[src/hw/rtl/swe_pkg.sv]
// ----------------------------------------------------------------------------
// swe_pkg - shared types, constants and helpers of the stereo width enhancer
// Fixed-point widths, configuration indexes, datapath op codes and the
// coefficient conversion functions.
// ----------------------------------------------------------------------------
package swe_pkg;

    localparam int SAMPLE_BITS = 24;
    localparam int STATE_BITS  = 32;
    localparam int FRAC_RAW    = (STATE_BITS > SAMPLE_BITS) ? (STATE_BITS - SAMPLE_BITS) : 0;
    localparam int FRAC        = (FRAC_RAW > 8) ? 8 : FRAC_RAW;

    localparam int Q_SHIFT    = 16;
    localparam int GAIN_SHIFT = 13;
    localparam int COEF_W     = 18;
    localparam int GAIN_W     = 16;
    localparam int PCT_W      = 8;

    localparam int MUL_B_W = COEF_W + 1;
    localparam int ACC_W   = STATE_BITS + 1 + COEF_W + 1;
    localparam int MUL_A_W = ACC_W - Q_SHIFT;
    localparam int MUL_P_W = MUL_A_W + MUL_B_W;
    localparam int SUM_W   = MUL_P_W + 1;
    localparam int SAT_W   = MUL_P_W - GAIN_SHIFT;
    localparam int UPD_W   = MUL_P_W - Q_SHIFT + 1;

    localparam int CFG_IDX_W  = 3;
    localparam int CFG_DATA_W = 16;

    localparam logic [CFG_IDX_W-1:0] REG_WIDTH   = 3'd0;
    localparam logic [CFG_IDX_W-1:0] REG_ENHANCE = 3'd1;
    localparam logic [CFG_IDX_W-1:0] REG_FOCUS   = 3'd2;
    localparam logic [CFG_IDX_W-1:0] REG_BASS    = 3'd3;
    localparam logic [CFG_IDX_W-1:0] REG_WET     = 3'd4;
    localparam logic [CFG_IDX_W-1:0] REG_GAIN    = 3'd5;
    localparam logic [CFG_IDX_W-1:0] REG_BYPASS  = 3'd6;
    localparam logic [CFG_IDX_W-1:0] REG_MONO    = 3'd7;

    localparam logic [COEF_W-1:0] COEF_ONE = COEF_W'(1) << Q_SHIFT;
    localparam logic [6:0]        WET_MAX  = 7'd100;

    localparam logic [22:0] RECIP_25  = 23'd5368710;
    localparam logic [24:0] RECIP_125 = 25'd17179870;

    typedef logic [3:0] op_t;

    localparam op_t OP_NONE = 4'd0;
    localparam op_t OP_DIFF = 4'd1;
    localparam op_t OP_UPD  = 4'd2;
    localparam op_t OP_HP   = 4'd3;
    localparam op_t OP_ACC  = 4'd4;
    localparam op_t OP_SCL  = 4'd5;
    localparam op_t OP_SIDE = 4'd6;
    localparam op_t OP_MIXR = 4'd7;
    localparam op_t OP_WL   = 4'd8;
    localparam op_t OP_WR   = 4'd9;
    localparam op_t OP_GL   = 4'd10;
    localparam op_t OP_GR   = 4'd11;
    localparam op_t OP_MMUL = 4'd12;
    localparam op_t OP_MSAT = 4'd13;

    typedef struct packed {
        logic [COEF_W-1:0] width_q;
        logic [COEF_W-1:0] enhance_q;
        logic [COEF_W-1:0] smooth_q;
        logic [COEF_W-1:0] bass_q;
        logic [COEF_W-1:0] wet_q;
        logic [COEF_W-1:0] dry_q;
        logic [GAIN_W-1:0] gain;
        logic              bypass;
        logic              mono;
    } cfg_t;

    typedef struct packed {
        op_t  op;
        logic load_in;
        logic load_out;
    } dp_cmd_t;

    // round(p * 65536 / 100) == floor((p * 16384 + 12) / 25)
    function automatic logic [COEF_W-1:0] pct_q16(input logic [PCT_W-1:0] p);
        logic [21:0] n;
        logic [44:0] t;
        n = {p, 14'd0} + 22'd12;
        t = 45'(n) * 45'(RECIP_25);
        pct_q16 = COEF_W'(t >> 27);
    endfunction

    // round((200 + 80 f) * 65536 / 10000) == floor(((5 + 2 f) * 32768 + 62) / 125)
    function automatic logic [COEF_W-1:0] smooth_coef(input logic [6:0] f);
        logic [8:0]  k;
        logic [23:0] n;
        logic [48:0] t;
        k = {1'b0, f, 1'b0} + 9'd5;
        n = {k, 15'd0} + 24'd62;
        t = 49'(n) * 49'(RECIP_125);
        smooth_coef = COEF_W'(t >> 31);
    endfunction

    // round((10000 - 45 b) * 65536 / 10000) == floor(((2000 - 9 b) * 4096 + 62) / 125)
    function automatic logic [COEF_W-1:0] bass_coef(input logic [6:0] b);
        logic [10:0] k;
        logic [23:0] n;
        logic [48:0] t;
        k = 11'd2000 - (11'(b) * 11'd9);
        n = {1'b0, k, 12'd0} + 24'd62;
        t = 49'(n) * 49'(RECIP_125);
        bass_coef = COEF_W'(t >> 31);
    endfunction

    function automatic logic signed [SAMPLE_BITS-1:0] sat_sample(
        input logic signed [SAT_W-1:0] x
    );
        logic signed [SAT_W-1:0] hi;
        logic signed [SAT_W-1:0] lo;
        hi = SAT_W'((64'sd1 <<< (SAMPLE_BITS - 1)) - 64'sd1);
        lo = ~hi;
        if (x > hi) begin
            sat_sample = SAMPLE_BITS'(hi);
        end else if (x < lo) begin
            sat_sample = SAMPLE_BITS'(lo);
        end else begin
            sat_sample = SAMPLE_BITS'(x);
        end
    endfunction

    function automatic logic [SAMPLE_BITS-1:0] mag(input logic signed [SAMPLE_BITS-1:0] x);
        logic signed [SAMPLE_BITS:0] w;
        w = (SAMPLE_BITS + 1)'(x);
        if (w < 0) begin
            w = -w;
        end
        mag = SAMPLE_BITS'(w);
    endfunction

endpackage

[src/hw/rtl/swe_cfg.sv]
// ----------------------------------------------------------------------------
// swe_cfg - configuration registers (gain, bypass, mono stored raw)
// Converts the other writes into the Q.16 coefficients the datapath uses.
// ----------------------------------------------------------------------------
module swe_cfg (
    input  logic                            aclk,
    input  logic                            aresetn,
    input  logic                            cfg_wr_en,
    input  logic [swe_pkg::CFG_IDX_W-1:0]   cfg_index,
    input  logic [swe_pkg::CFG_DATA_W-1:0]  cfg_data,
    output swe_pkg::cfg_t                   cfg
);
    import swe_pkg::*;

    localparam logic [PCT_W-1:0]  WIDTH_RST   = 8'd130;
    localparam logic [6:0]        ENHANCE_RST = 7'd35;
    localparam logic [6:0]        FOCUS_RST   = 7'd55;
    localparam logic [6:0]        BASS_RST    = 7'd30;
    localparam logic [GAIN_W-1:0] GAIN_RST    = 16'd8192;

    cfg_t       cfg_reg;
    cfg_t       cfg_next;
    logic [6:0] wet_sel;

    always_comb begin
        cfg_next = cfg_reg;
        wet_sel  = (cfg_data[6:0] > WET_MAX) ? WET_MAX : cfg_data[6:0];
        if (cfg_wr_en) begin
            unique case (cfg_index)
                REG_WIDTH:   cfg_next.width_q   = pct_q16(cfg_data[PCT_W-1:0]);
                REG_ENHANCE: cfg_next.enhance_q = pct_q16({1'b0, cfg_data[6:0]});
                REG_FOCUS:   cfg_next.smooth_q  = smooth_coef(cfg_data[6:0]);
                REG_BASS:    cfg_next.bass_q    = bass_coef(cfg_data[6:0]);
                REG_WET: begin
                    cfg_next.wet_q = pct_q16({1'b0, wet_sel});
                    cfg_next.dry_q = COEF_ONE - pct_q16({1'b0, wet_sel});
                end
                REG_GAIN:    cfg_next.gain      = cfg_data[GAIN_W-1:0];
                REG_BYPASS:  cfg_next.bypass    = cfg_data[0];
                REG_MONO:    cfg_next.mono      = cfg_data[0];
                default:     cfg_next = cfg_reg;
            endcase
        end
    end

    always_ff @(posedge aclk) begin
        if (!aresetn) begin
            cfg_reg.width_q   <= pct_q16(WIDTH_RST);
            cfg_reg.enhance_q <= pct_q16({1'b0, ENHANCE_RST});
            cfg_reg.smooth_q  <= smooth_coef(FOCUS_RST);
            cfg_reg.bass_q    <= bass_coef(BASS_RST);
            cfg_reg.wet_q     <= COEF_ONE;
            cfg_reg.dry_q     <= '0;
            cfg_reg.gain      <= GAIN_RST;
            cfg_reg.bypass    <= 1'b0;
            cfg_reg.mono      <= 1'b0;
        end else begin
            cfg_reg <= cfg_next;
        end
    end

    assign cfg = cfg_reg;

endmodule

[src/hw/rtl/swe_dp.sv]
// ----------------------------------------------------------------------------
// swe_dp - datapath
// Frame registers, one shared registered multiplier, smoother state,
// accumulators, peak holds and the result register.
// ----------------------------------------------------------------------------
module swe_dp (
    input  logic                                aclk,
    input  logic                                aresetn,
    input  swe_pkg::cfg_t                       cfg,
    input  swe_pkg::dp_cmd_t                    cmd,
    input  logic [2*swe_pkg::SAMPLE_BITS-1:0]   in_data,
    input  logic                                in_last,
    output logic [4*swe_pkg::SAMPLE_BITS-1:0]   out_data
);
    import swe_pkg::*;

    localparam logic signed [UPD_W-1:0] ST_HI =
        {{(UPD_W - STATE_BITS + 1){1'b0}}, {(STATE_BITS - 1){1'b1}}};
    localparam logic signed [UPD_W-1:0] ST_LO = ~ST_HI;

    logic signed [SAMPLE_BITS-1:0]  l_reg, l_next;
    logic signed [SAMPLE_BITS-1:0]  r_reg, r_next;
    logic signed [SAMPLE_BITS-1:0]  mid_reg, mid_next;
    logic signed [STATE_BITS-1:0]   sidef_reg, sidef_next;
    logic                           last_reg, last_next;
    logic signed [STATE_BITS-1:0]   state_reg, state_next;
    logic signed [MUL_P_W-1:0]      prod_reg, prod_next;
    logic signed [SUM_W-1:0]        acc_reg, acc_next;
    logic signed [SUM_W-1:0]        mixl_reg, mixl_next;
    logic signed [SUM_W-1:0]        mixr_reg, mixr_next;
    logic signed [MUL_A_W-1:0]      wl_reg, wl_next;
    logic signed [MUL_A_W-1:0]      wr_reg, wr_next;
    logic signed [SAMPLE_BITS-1:0]  resl_reg, resl_next;
    logic signed [SAMPLE_BITS-1:0]  resr_reg, resr_next;
    logic [SAMPLE_BITS-1:0]         inpk_reg, inpk_next;
    logic [SAMPLE_BITS-1:0]         outpk_reg, outpk_next;
    logic [4*SAMPLE_BITS-1:0]       out_reg, out_next;

    logic signed [SAMPLE_BITS-1:0]  in_l, in_r;
    logic signed [SAMPLE_BITS:0]    pair_sum, pair_dif;
    logic signed [SAMPLE_BITS-1:0]  side;
    logic [SAMPLE_BITS-1:0]         in_mag, inpk_new;
    logic [SAMPLE_BITS-1:0]         res_mag, opk_cand, outpk_new;
    logic signed [STATE_BITS:0]     diff;
    logic signed [UPD_W-1:0]        upd;
    logic signed [MUL_A_W-1:0]      sd;
    logic signed [MUL_A_W-1:0]      mul_a;
    logic signed [MUL_B_W-1:0]      mul_b;
    logic signed [MUL_B_W-1:0]      b_gain;

    always_comb begin
        in_l     = in_data[SAMPLE_BITS-1:0];
        in_r     = cfg.mono ? '0 : in_data[2*SAMPLE_BITS-1:SAMPLE_BITS];
        pair_sum = (SAMPLE_BITS + 1)'(in_l) + (SAMPLE_BITS + 1)'(in_r);
        pair_dif = (SAMPLE_BITS + 1)'(in_l) - (SAMPLE_BITS + 1)'(in_r);
        side     = SAMPLE_BITS'(pair_dif >>> 1);
        in_mag   = (mag(in_r) > mag(in_l)) ? mag(in_r) : mag(in_l);
        inpk_new = (in_mag > inpk_reg) ? in_mag : inpk_reg;

        res_mag   = (mag(resr_reg) > mag(resl_reg)) ? mag(resr_reg) : mag(resl_reg);
        opk_cand  = cfg.bypass ? inpk_reg : res_mag;
        outpk_new = (opk_cand > outpk_reg) ? opk_cand : outpk_reg;

        diff   = (STATE_BITS + 1)'(sidef_reg) - (STATE_BITS + 1)'(state_reg);
        upd    = UPD_W'(prod_reg >>> Q_SHIFT) + UPD_W'(state_reg);
        sd     = MUL_A_W'(prod_reg >>> (Q_SHIFT + FRAC));
        b_gain = $signed(MUL_B_W'(cfg.gain));
    end

    always_comb begin
        l_next     = l_reg;
        r_next     = r_reg;
        mid_next   = mid_reg;
        sidef_next = sidef_reg;
        last_next  = last_reg;
        state_next = state_reg;
        acc_next   = acc_reg;
        mixl_next  = mixl_reg;
        mixr_next  = mixr_reg;
        wl_next    = wl_reg;
        wr_next    = wr_reg;
        resl_next  = resl_reg;
        resr_next  = resr_reg;
        inpk_next  = inpk_reg;
        outpk_next = outpk_reg;
        out_next   = out_reg;
        mul_a      = '0;
        mul_b      = '0;

        if (cmd.load_in) begin
            l_next     = in_l;
            r_next     = in_r;
            mid_next   = SAMPLE_BITS'(pair_sum >>> 1);
            sidef_next = STATE_BITS'(side) <<< FRAC;
            last_next  = in_last;
            resl_next  = in_l;
            resr_next  = in_r;
            inpk_next  = inpk_new;
        end

        unique case (cmd.op)
            OP_NONE: begin
            end
            OP_DIFF: begin
                mul_a = MUL_A_W'(diff);
                mul_b = $signed({1'b0, cfg.smooth_q});
            end
            OP_UPD: begin
                if (upd > ST_HI) begin
                    state_next = STATE_BITS'(ST_HI);
                end else if (upd < ST_LO) begin
                    state_next = STATE_BITS'(ST_LO);
                end else begin
                    state_next = STATE_BITS'(upd);
                end
                mul_a = MUL_A_W'(sidef_reg);
                mul_b = $signed({1'b0, cfg.width_q});
            end
            OP_HP: begin
                acc_next = SUM_W'(prod_reg);
                mul_a    = MUL_A_W'(diff);
                mul_b    = $signed({1'b0, cfg.enhance_q});
            end
            OP_ACC: begin
                acc_next = acc_reg + SUM_W'(prod_reg);
                mul_a    = MUL_A_W'(l_reg);
                mul_b    = $signed({1'b0, cfg.dry_q});
            end
            OP_SCL: begin
                mixl_next = SUM_W'(prod_reg);
                mul_a     = MUL_A_W'(acc_reg >>> Q_SHIFT);
                mul_b     = $signed({1'b0, cfg.bass_q});
            end
            OP_SIDE: begin
                wl_next = MUL_A_W'(mid_reg) + sd;
                wr_next = MUL_A_W'(mid_reg) - sd;
                mul_a   = MUL_A_W'(r_reg);
                mul_b   = $signed({1'b0, cfg.dry_q});
            end
            OP_MIXR: begin
                mixr_next = SUM_W'(prod_reg);
                mul_a     = wl_reg;
                mul_b     = $signed({1'b0, cfg.wet_q});
            end
            OP_WL: begin
                mixl_next = mixl_reg + SUM_W'(prod_reg);
                mul_a     = wr_reg;
                mul_b     = $signed({1'b0, cfg.wet_q});
            end
            OP_WR: begin
                mixr_next = mixr_reg + SUM_W'(prod_reg);
                mul_a     = MUL_A_W'(mixl_reg >>> Q_SHIFT);
                mul_b     = b_gain;
            end
            OP_GL: begin
                resl_next = sat_sample(SAT_W'(prod_reg >>> GAIN_SHIFT));
                mul_a     = MUL_A_W'(mixr_reg >>> Q_SHIFT);
                mul_b     = b_gain;
            end
            OP_GR: begin
                resr_next = sat_sample(SAT_W'(prod_reg >>> GAIN_SHIFT));
            end
            OP_MMUL: begin
                mul_a = MUL_A_W'(l_reg);
                mul_b = b_gain;
            end
            OP_MSAT: begin
                resl_next = sat_sample(SAT_W'(prod_reg >>> GAIN_SHIFT));
                resr_next = '0;
            end
            default: begin
            end
        endcase

        if (cmd.load_out) begin
            out_next   = {outpk_new, inpk_reg, resr_reg, resl_reg};
            outpk_next = last_reg ? '0 : outpk_new;
            if (last_reg) begin
                inpk_next = '0;
            end
        end

        prod_next = mul_a * mul_b;
    end

    always_ff @(posedge aclk) begin
        if (!aresetn) begin
            state_reg <= '0;
            inpk_reg  <= '0;
            outpk_reg <= '0;
        end else begin
            state_reg <= state_next;
            inpk_reg  <= inpk_next;
            outpk_reg <= outpk_next;
        end
    end

    always_ff @(posedge aclk) begin
        l_reg     <= l_next;
        r_reg     <= r_next;
        mid_reg   <= mid_next;
        sidef_reg <= sidef_next;
        last_reg  <= last_next;
        prod_reg  <= prod_next;
        acc_reg   <= acc_next;
        mixl_reg  <= mixl_next;
        mixr_reg  <= mixr_next;
        wl_reg    <= wl_next;
        wr_reg    <= wr_next;
        resl_reg  <= resl_next;
        resr_reg  <= resr_next;
        out_reg   <= out_next;
    end

    assign out_data = out_reg;

endmodule

[src/hw/rtl/swe_ctrl.sv]
// ----------------------------------------------------------------------------
// swe_ctrl - frame sequencer
// Accepts one frame, steps the datapath through its stereo or mono multiply
// schedule (none in bypass) and hands the result to the output register.
// ----------------------------------------------------------------------------
module swe_ctrl (
    input  logic              aclk,
    input  logic              aresetn,
    input  swe_pkg::cfg_t     cfg,
    input  logic              s_tvalid,
    output logic              s_tready,
    output logic              m_tvalid,
    input  logic              m_tready,
    output swe_pkg::dp_cmd_t  cmd
);
    import swe_pkg::*;

    localparam logic [3:0] ST_IDLE = 4'd0;
    localparam logic [3:0] ST_S1   = 4'd1;
    localparam logic [3:0] ST_S2   = 4'd2;
    localparam logic [3:0] ST_S3   = 4'd3;
    localparam logic [3:0] ST_S4   = 4'd4;
    localparam logic [3:0] ST_S5   = 4'd5;
    localparam logic [3:0] ST_S6   = 4'd6;
    localparam logic [3:0] ST_S7   = 4'd7;
    localparam logic [3:0] ST_S8   = 4'd8;
    localparam logic [3:0] ST_S9   = 4'd9;
    localparam logic [3:0] ST_S10  = 4'd10;
    localparam logic [3:0] ST_S11  = 4'd11;
    localparam logic [3:0] ST_M1   = 4'd12;
    localparam logic [3:0] ST_M2   = 4'd13;
    localparam logic [3:0] ST_FIN  = 4'd14;

    logic [3:0] state_reg, state_next;
    logic       m_valid_reg, m_valid_next;
    logic       out_free;

    always_comb begin
        state_next   = state_reg;
        cmd          = '0;
        cmd.op       = OP_NONE;
        out_free     = !m_valid_reg || m_tready;
        unique case (state_reg)
            ST_IDLE: begin
                if (s_tvalid) begin
                    cmd.load_in = 1'b1;
                    if (cfg.bypass) begin
                        state_next = ST_FIN;
                    end else if (cfg.mono) begin
                        state_next = ST_M1;
                    end else begin
                        state_next = ST_S1;
                    end
                end
            end
            ST_S1:  begin cmd.op = OP_DIFF; state_next = ST_S2;  end
            ST_S2:  begin cmd.op = OP_UPD;  state_next = ST_S3;  end
            ST_S3:  begin cmd.op = OP_HP;   state_next = ST_S4;  end
            ST_S4:  begin cmd.op = OP_ACC;  state_next = ST_S5;  end
            ST_S5:  begin cmd.op = OP_SCL;  state_next = ST_S6;  end
            ST_S6:  begin cmd.op = OP_SIDE; state_next = ST_S7;  end
            ST_S7:  begin cmd.op = OP_MIXR; state_next = ST_S8;  end
            ST_S8:  begin cmd.op = OP_WL;   state_next = ST_S9;  end
            ST_S9:  begin cmd.op = OP_WR;   state_next = ST_S10; end
            ST_S10: begin cmd.op = OP_GL;   state_next = ST_S11; end
            ST_S11: begin cmd.op = OP_GR;   state_next = ST_FIN; end
            ST_M1:  begin cmd.op = OP_MMUL; state_next = ST_M2;  end
            ST_M2:  begin cmd.op = OP_MSAT; state_next = ST_FIN; end
            ST_FIN: begin
                if (out_free) begin
                    cmd.load_out = 1'b1;
                    state_next   = ST_IDLE;
                end
            end
            default: state_next = ST_IDLE;
        endcase

        if (cmd.load_out) begin
            m_valid_next = 1'b1;
        end else if (m_tready) begin
            m_valid_next = 1'b0;
        end else begin
            m_valid_next = m_valid_reg;
        end
    end

    always_ff @(posedge aclk) begin
        if (!aresetn) begin
            state_reg   <= ST_IDLE;
            m_valid_reg <= 1'b0;
        end else begin
            state_reg   <= state_next;
            m_valid_reg <= m_valid_next;
        end
    end

    assign s_tready = (state_reg == ST_IDLE);
    assign m_tvalid = m_valid_reg;

`ifndef NO_ASSERTIONS
    a_accept_starts: assert property (@(posedge aclk) disable iff (!aresetn)
        s_tvalid && s_tready |=> state_reg != ST_IDLE)
        else $error("accepted transaction did not start a frame");

    a_bypass_direct: assert property (@(posedge aclk) disable iff (!aresetn)
        s_tvalid && s_tready && cfg.bypass |=> state_reg == ST_FIN)
        else $error("bypass frame did not go straight to finish");

    a_valid_from_fin: assert property (@(posedge aclk) disable iff (!aresetn)
        $rose(m_tvalid) |-> $past(state_reg) == ST_FIN)
        else $error("result raised outside finish step");

    a_fin_stall: assert property (@(posedge aclk) disable iff (!aresetn)
        (state_reg == ST_FIN) && m_tvalid && !m_tready |=> state_reg == ST_FIN)
        else $error("finish step left while result register full");
`endif

endmodule

[src/hw/rtl/stereo_width_enhancer_top.sv]
// ----------------------------------------------------------------------------
// stereo_width_enhancer_top - mid/side stereo widener, one frame per transaction
// In stereo mode, splits each frame into mid and side, smooths and enhances the side,
// mixes dry/wet and applies output gain; every mode tracks per-block peaks.
//
//   channel  dir  handshake            payload
//   s_       in   s_tvalid/s_tready    s_tdata, s_tlast (block end)
//   m_       out  m_tvalid/m_tready    m_tdata
//   cfg_     in   cfg_wr_en            cfg_index, cfg_data
//
// Stereo: eleven steps issue ten products to the one shared 36x19 multiplier,
// then one finish step. Mono: steps M1 and M2, then the finish step.
// Bypass: straight from accept to the finish step.
// One frame in flight; the next is accepted once the result is in the output register.
// A stalled output holds the sequencer in its finish step, and the input with it.
// Synchronous active-low reset restores register defaults, clears smoother and peaks.
// ----------------------------------------------------------------------------
module stereo_width_enhancer_top (
    input  logic                                aclk,
    input  logic                                aresetn,
    input  logic                                s_tvalid,
    output logic                                s_tready,
    input  logic [2*swe_pkg::SAMPLE_BITS-1:0]   s_tdata,   // left_sample, right_sample
    input  logic                                s_tlast,
    output logic                                m_tvalid,
    input  logic                                m_tready,
    output logic [4*swe_pkg::SAMPLE_BITS-1:0]   m_tdata,   // left_out, right_out, in_peak, out_peak
    input  logic                                cfg_wr_en,
    input  logic [swe_pkg::CFG_IDX_W-1:0]       cfg_index,
    input  logic [swe_pkg::CFG_DATA_W-1:0]      cfg_data
);
    import swe_pkg::*;

    cfg_t    cfg;
    dp_cmd_t cmd;

    swe_cfg u_cfg (
        .aclk      (aclk),
        .aresetn   (aresetn),
        .cfg_wr_en (cfg_wr_en),
        .cfg_index (cfg_index),
        .cfg_data  (cfg_data),
        .cfg       (cfg)
    );

    swe_ctrl u_ctrl (
        .aclk     (aclk),
        .aresetn  (aresetn),
        .cfg      (cfg),
        .s_tvalid (s_tvalid),
        .s_tready (s_tready),
        .m_tvalid (m_tvalid),
        .m_tready (m_tready),
        .cmd      (cmd)
    );

    swe_dp u_dp (
        .aclk     (aclk),
        .aresetn  (aresetn),
        .cfg      (cfg),
        .cmd      (cmd),
        .in_data  (s_tdata),
        .in_last  (s_tlast),
        .out_data (m_tdata)
    );

endmodule
[config.mk]
export PLATFORM = sky130hd
export DESIGN_NAME = stereo_width_enhancer_top
export DESIGN_NICKNAME = d
export VERILOG_FILES = /design/src/hw/rtl/swe_pkg.sv /design/src/hw/rtl/swe_cfg.sv /design/src/hw/rtl/swe_dp.sv /design/src/hw/rtl/swe_ctrl.sv /design/src/hw/rtl/stereo_width_enhancer_top.sv
export SDC_FILE = /design/constraint.sdc
export NUM_CORES = 2
export LEC_CHECK = 0
export BUFFER_PORTS_ARGS = -buffer_cell sky130_fd_sc_hd__buf_2
export CAP_MARGIN = 5
export CORE_MARGIN = 5
export CORE_UTILIZATION = 45
export CTS_BUF_LIST = sky130_fd_sc_hd__clkbuf_4
export DETAILED_ROUTE_END_ITERATION = 16
export PLACE_DENSITY = 0.6
export SLEW_MARGIN = 20
export SYNTH_ARGS = -nofsm -noshare
export SYNTH_HDL_FRONTEND = slang
export SYNTH_SLANG_ARGS = --single-unit
[constraint.sdc]
create_clock -name aclk -period 21.1 [get_ports aclk]
set_input_delay 3.165 -clock aclk [delete_from_list [all_inputs] [get_ports aclk]]
set_output_delay 3.165 -clock aclk [all_outputs]
set_load 0.01 [all_outputs]
==> summary.txt <==
Outcome
  • Status: finished clean

Floorplan
  • Effective utilization at floorplan: 45.24%
  • Die width: 455.3 µm
  • Row count: 163
  • Die area: 0.2073 mm²
  • Die span in y: 455.3 µm
  • CORE AREA: 0.1972 mm²
  • Ports: 171

Clocking
  • Hold bufs inserted after CTS: 0
  • CTS clk-pin slew, worst paths: 0.07 ns
  • Num CTS Buffers: 203
  • Maximum root-to-sink buffer count: 3
  • Clock tree from TritonCTS: yes
  • Insertion delay of the later-clocked pin in the worst-skew pair: 1.27 ns
  • Setup Buffers After CTS: 0
  • Clk sink count: 724
  • Root Buffer: clkbuf_4
  • CTS resizes: 0
  • H-tree depth: 4

Setup path
  • Buf/Inv on CP: 8
  • Crit path kind: input pin to flip-flop
  • CP arrival: 13.09 ns
  • Number of cells on the critical path: 37
  • R2R Path Start: u_ctrl.state_reg[1]$_SDFFE_PN0P_
  • Element type at the critical path end: flip-flop
  • CP delay by family, top: adder cells
  • Critical path launch point type: input pin
  • R2R cell count: 34
  • Worst-path maximum fanout: 26
  • Slowest stage delay, CP: 0.68 ns
  • CP max-delay cell: fa_1
  • RR Endpoint: u_dp.prod_reg[54]$_DFF_P_
  • Worst EP required: 22.11 ns
  • R2R Setup Slk: 9.61 ns

Global route
  • First-pass GRT wire length: 443600 µm
  • Initial antenna violation count: 24
  • Largest net degree at the start of global routing: 97
  • Overflow after GRT: 0
  • Global-route usage over all layers: 27.76%
  • Vias in the first global route: 74467

STA
  • Number of failing hold endpoints at the final stage: 0
  • Max-Slew Margin vs Limit: 21.48%
  • Final Cycle Share: 57.23%
  • Slew Limit Fails: 0
  • RSZ-0062 raised after global routing: no
  • Worst-Margin Slew: 1.172 ns
  • Setup violations, final: 0
  • Final min period: 12.08 ns
  • Setup_tns: 0 ns
  • Clock skew: 0.1105 ns
  • Fmax: 0.08280 GHz

Synthesis
  • Ys async rst share: 0%
  • Mapped Cells: 9989
  • Sequential area share after synthesis: 21.40%
  • Number of synthesized register bits: 724
  • Yosys Warn Count: 0
  • Syn_nets: 12138
  • Top FF cell, synth: edfxtp_1
  • Mapped Avg Cell Area: 8.933 µm²
  • EDFF count, synth: 460
  • Mapped cell area: 0.08923 mm²
  • Synth cell types: 102

Detailed routing
  • Detailed Route WL: 290100 µm
  • DRC viols: 0
  • Routed vias: 73310
  • ANT nets after route: 0
  • Drt first pass iters: 9
  • Avg WL per Cell: 22.31 µm
  • Drt via density: 5.638
  • Iter 0 DRT Violations: 6098

Power
  • PwrDens: 171.8 mW/mm²
  • Worst VDD drop: 0.0002231 V
  • Tot Pwr: 0.01652 W
  • LEAKAGE: 46.06 nW

Layout
  • Layout Nets: 12312
  • Fraction of layout cells with a size suffix above 1: 7.650%
  • Area delta synth->final: 7.770%
  • Filler cell count: 19081
  • Post-route cell area: 0.09616 mm²
  • Max reg flops: 124

Hold path
  • Worst hold endpoint: u_dp.out_data[55]$_DFFE_PP_
  • Hold crit path type: flip-flop to flip-flop
  • Worst Hold Launch: u_dp.inpk_reg[7]$_SDFF_PN0_
  • WHS Path Cells: 0

Placed design
  • Dpl hpwl: 228800 µm
  • Port Buf Inserts: 170
  • GPL Wtd Cong: 0.9493
  • Post-Place Cell Area: 0.09341 mm²

Job
  • Max Cap Viol: 0
==> metal layers <==
| layer | vias up | part of all wire (%) | track usage (%) |
|---|---|---|---|
| met5 | - | 0.036 | 0 |
| met3 | 627 | 7.1 | 4.710 |
| li1 | 34128 | - | - |
| met2 | 2629 | 47 | 46.35 |
| met4 | 8 | 4.4 | 11.02 |
| met1 | 35918 | 41 | 35.93 |
==> cell type report <==
| type | count | area [µm²] | area share, % |
|---|---|---|---|
| inverters | 1676 | 6300 | 6.551 |
| repair buffers | 303 | 1849 | 1.923 |
| clock inverters | 90 | 493.0 | 0.5126 |
| multi-input cells | 7255 | 62870 | 65.38 |
| flip-flops and latches | 724 | 19100 | 19.86 |
| diodes | 23 | 57.56 | 0.05985 |
| clock buffers | 292 | 2192 | 2.280 |
| well taps | 2640 | 3303 | 3.435 |
==> Yosys cell counts, types with 86 or more instances <==
master / count / area share, %
inv_1: 1674 / 7.0
a21oi_1: 589 / 3.3
fa_1: 846 / 19
edfxtp_1: 460 / 15
nor3_1: 93 / 0.52
ha_1: 1230 / 17
nand4_1: 90 / 0.63
xnor2_1: 344 / 3.4
xor2_1: 184 / 1.8
nand2b_1: 109 / 0.76
a21o_1: 242 / 2.0
clkbuf_1: 317 / 1.3
nand2_1: 1053 / 4.4
a22oi_1: 96 / 0.81
nor2b_1: 108 / 0.76
o21ai_0: 479 / 2.7
nand3_1: 148 / 0.83
dfxtp_1: 264 / 5.9
nor2_1: 575 / 2.4
o21bai_1: 86 / 0.72
==> layout by cell type (no fill, tap or decap), types with 24 or more instances in the layout <==
cell,instances
nor2_1,567
or2_2,27
o21a_1,71
o21ai_0,475
fa_1,846
xor2_1,184
nand4_1,90
clkbuf_4,292
edfxtp_1,460
a31oi_1,41
nand2b_1,109
mux2_2,40
or3_1,49
a22oi_1,96
a21oi_1,582
a211oi_1,63
nor3_1,91
a21o_1,242
a211o_1,26
o31ai_1,68
inv_1,1672
ha_1,1230
clkinv_1,55
nand3_1,148
mux2i_1,40
o22ai_1,33
nor4_1,24
and3_1,48
dfxtp_1,263
nor2b_1,108
o21bai_1,86
and2_1,66
buf_2,170
o211ai_1,40
buf_4,133
nand2_1,1046
a221oi_1,24
xnor2_1,343
a222oi_1,35
==> stage by stage <==
step / setup WS [ns] / cells / utilization (%) / hold slack [ns]
3_3_place_gp: 7.894 / 12598 / 47.36 / 0.4185
6_report: 9.023 / 13003 / 48.76 / 0.4314
4_1_cts: 9.149 / 12980 / 48.73 / 0.4321
2_1_floorplan: 9.440 / 9989 / - / 0.4082
3_5_place_dp: 7.873 / 12598 / 47.37 / 0.4184
5_1_grt: 8.439 / 12996 / 48.75 / 0.4481
==> logic make-up (layout without fill, tap and decap cells) <==
group           after synthesis  count (layout)  share of synthesized area, %
simple gates               2462            2462                         12.56
compound gates             2109            2109                         15.18
fa+ha+maj                  2076            2076                         36.23
buf+inv                    2010            2361                         8.490
flops                       724             724                         21.40
xor+xnor                    528             528                         5.183
mux                          80              80                        0.9535
other cells                   0              23                             0
==> worst max path at each step <==
stage,from,endpoint,slack (ns)
after global routing,cfg_data[1],u_cfg.cfg[69]$_SDFFE_PN1P_,8.44
after CTS,cfg_data[1],u_cfg.cfg[69]$_SDFFE_PN1P_,9.15
after floorplan,cfg_data[0],u_cfg.cfg[69]$_SDFFE_PN1P_,9.44
after detailed placement,cfg_data[1],u_cfg.cfg[69]$_SDFFE_PN1P_,7.87
final,cfg_data[1],u_cfg.cfg[69]$_SDFFE_PN1P_,9.02
after global placement,cfg_data[1],u_cfg.cfg[69]$_SDFFE_PN1P_,7.89
==> report_power, final <==
group          leakage [nW]  switching (W)  internal (W)
logic                  38.1        0.00790       0.00505
registers              6.40       0.000298       0.00190
clock network          1.59       0.000698      0.000672
(Power assumes the default switching activity.)
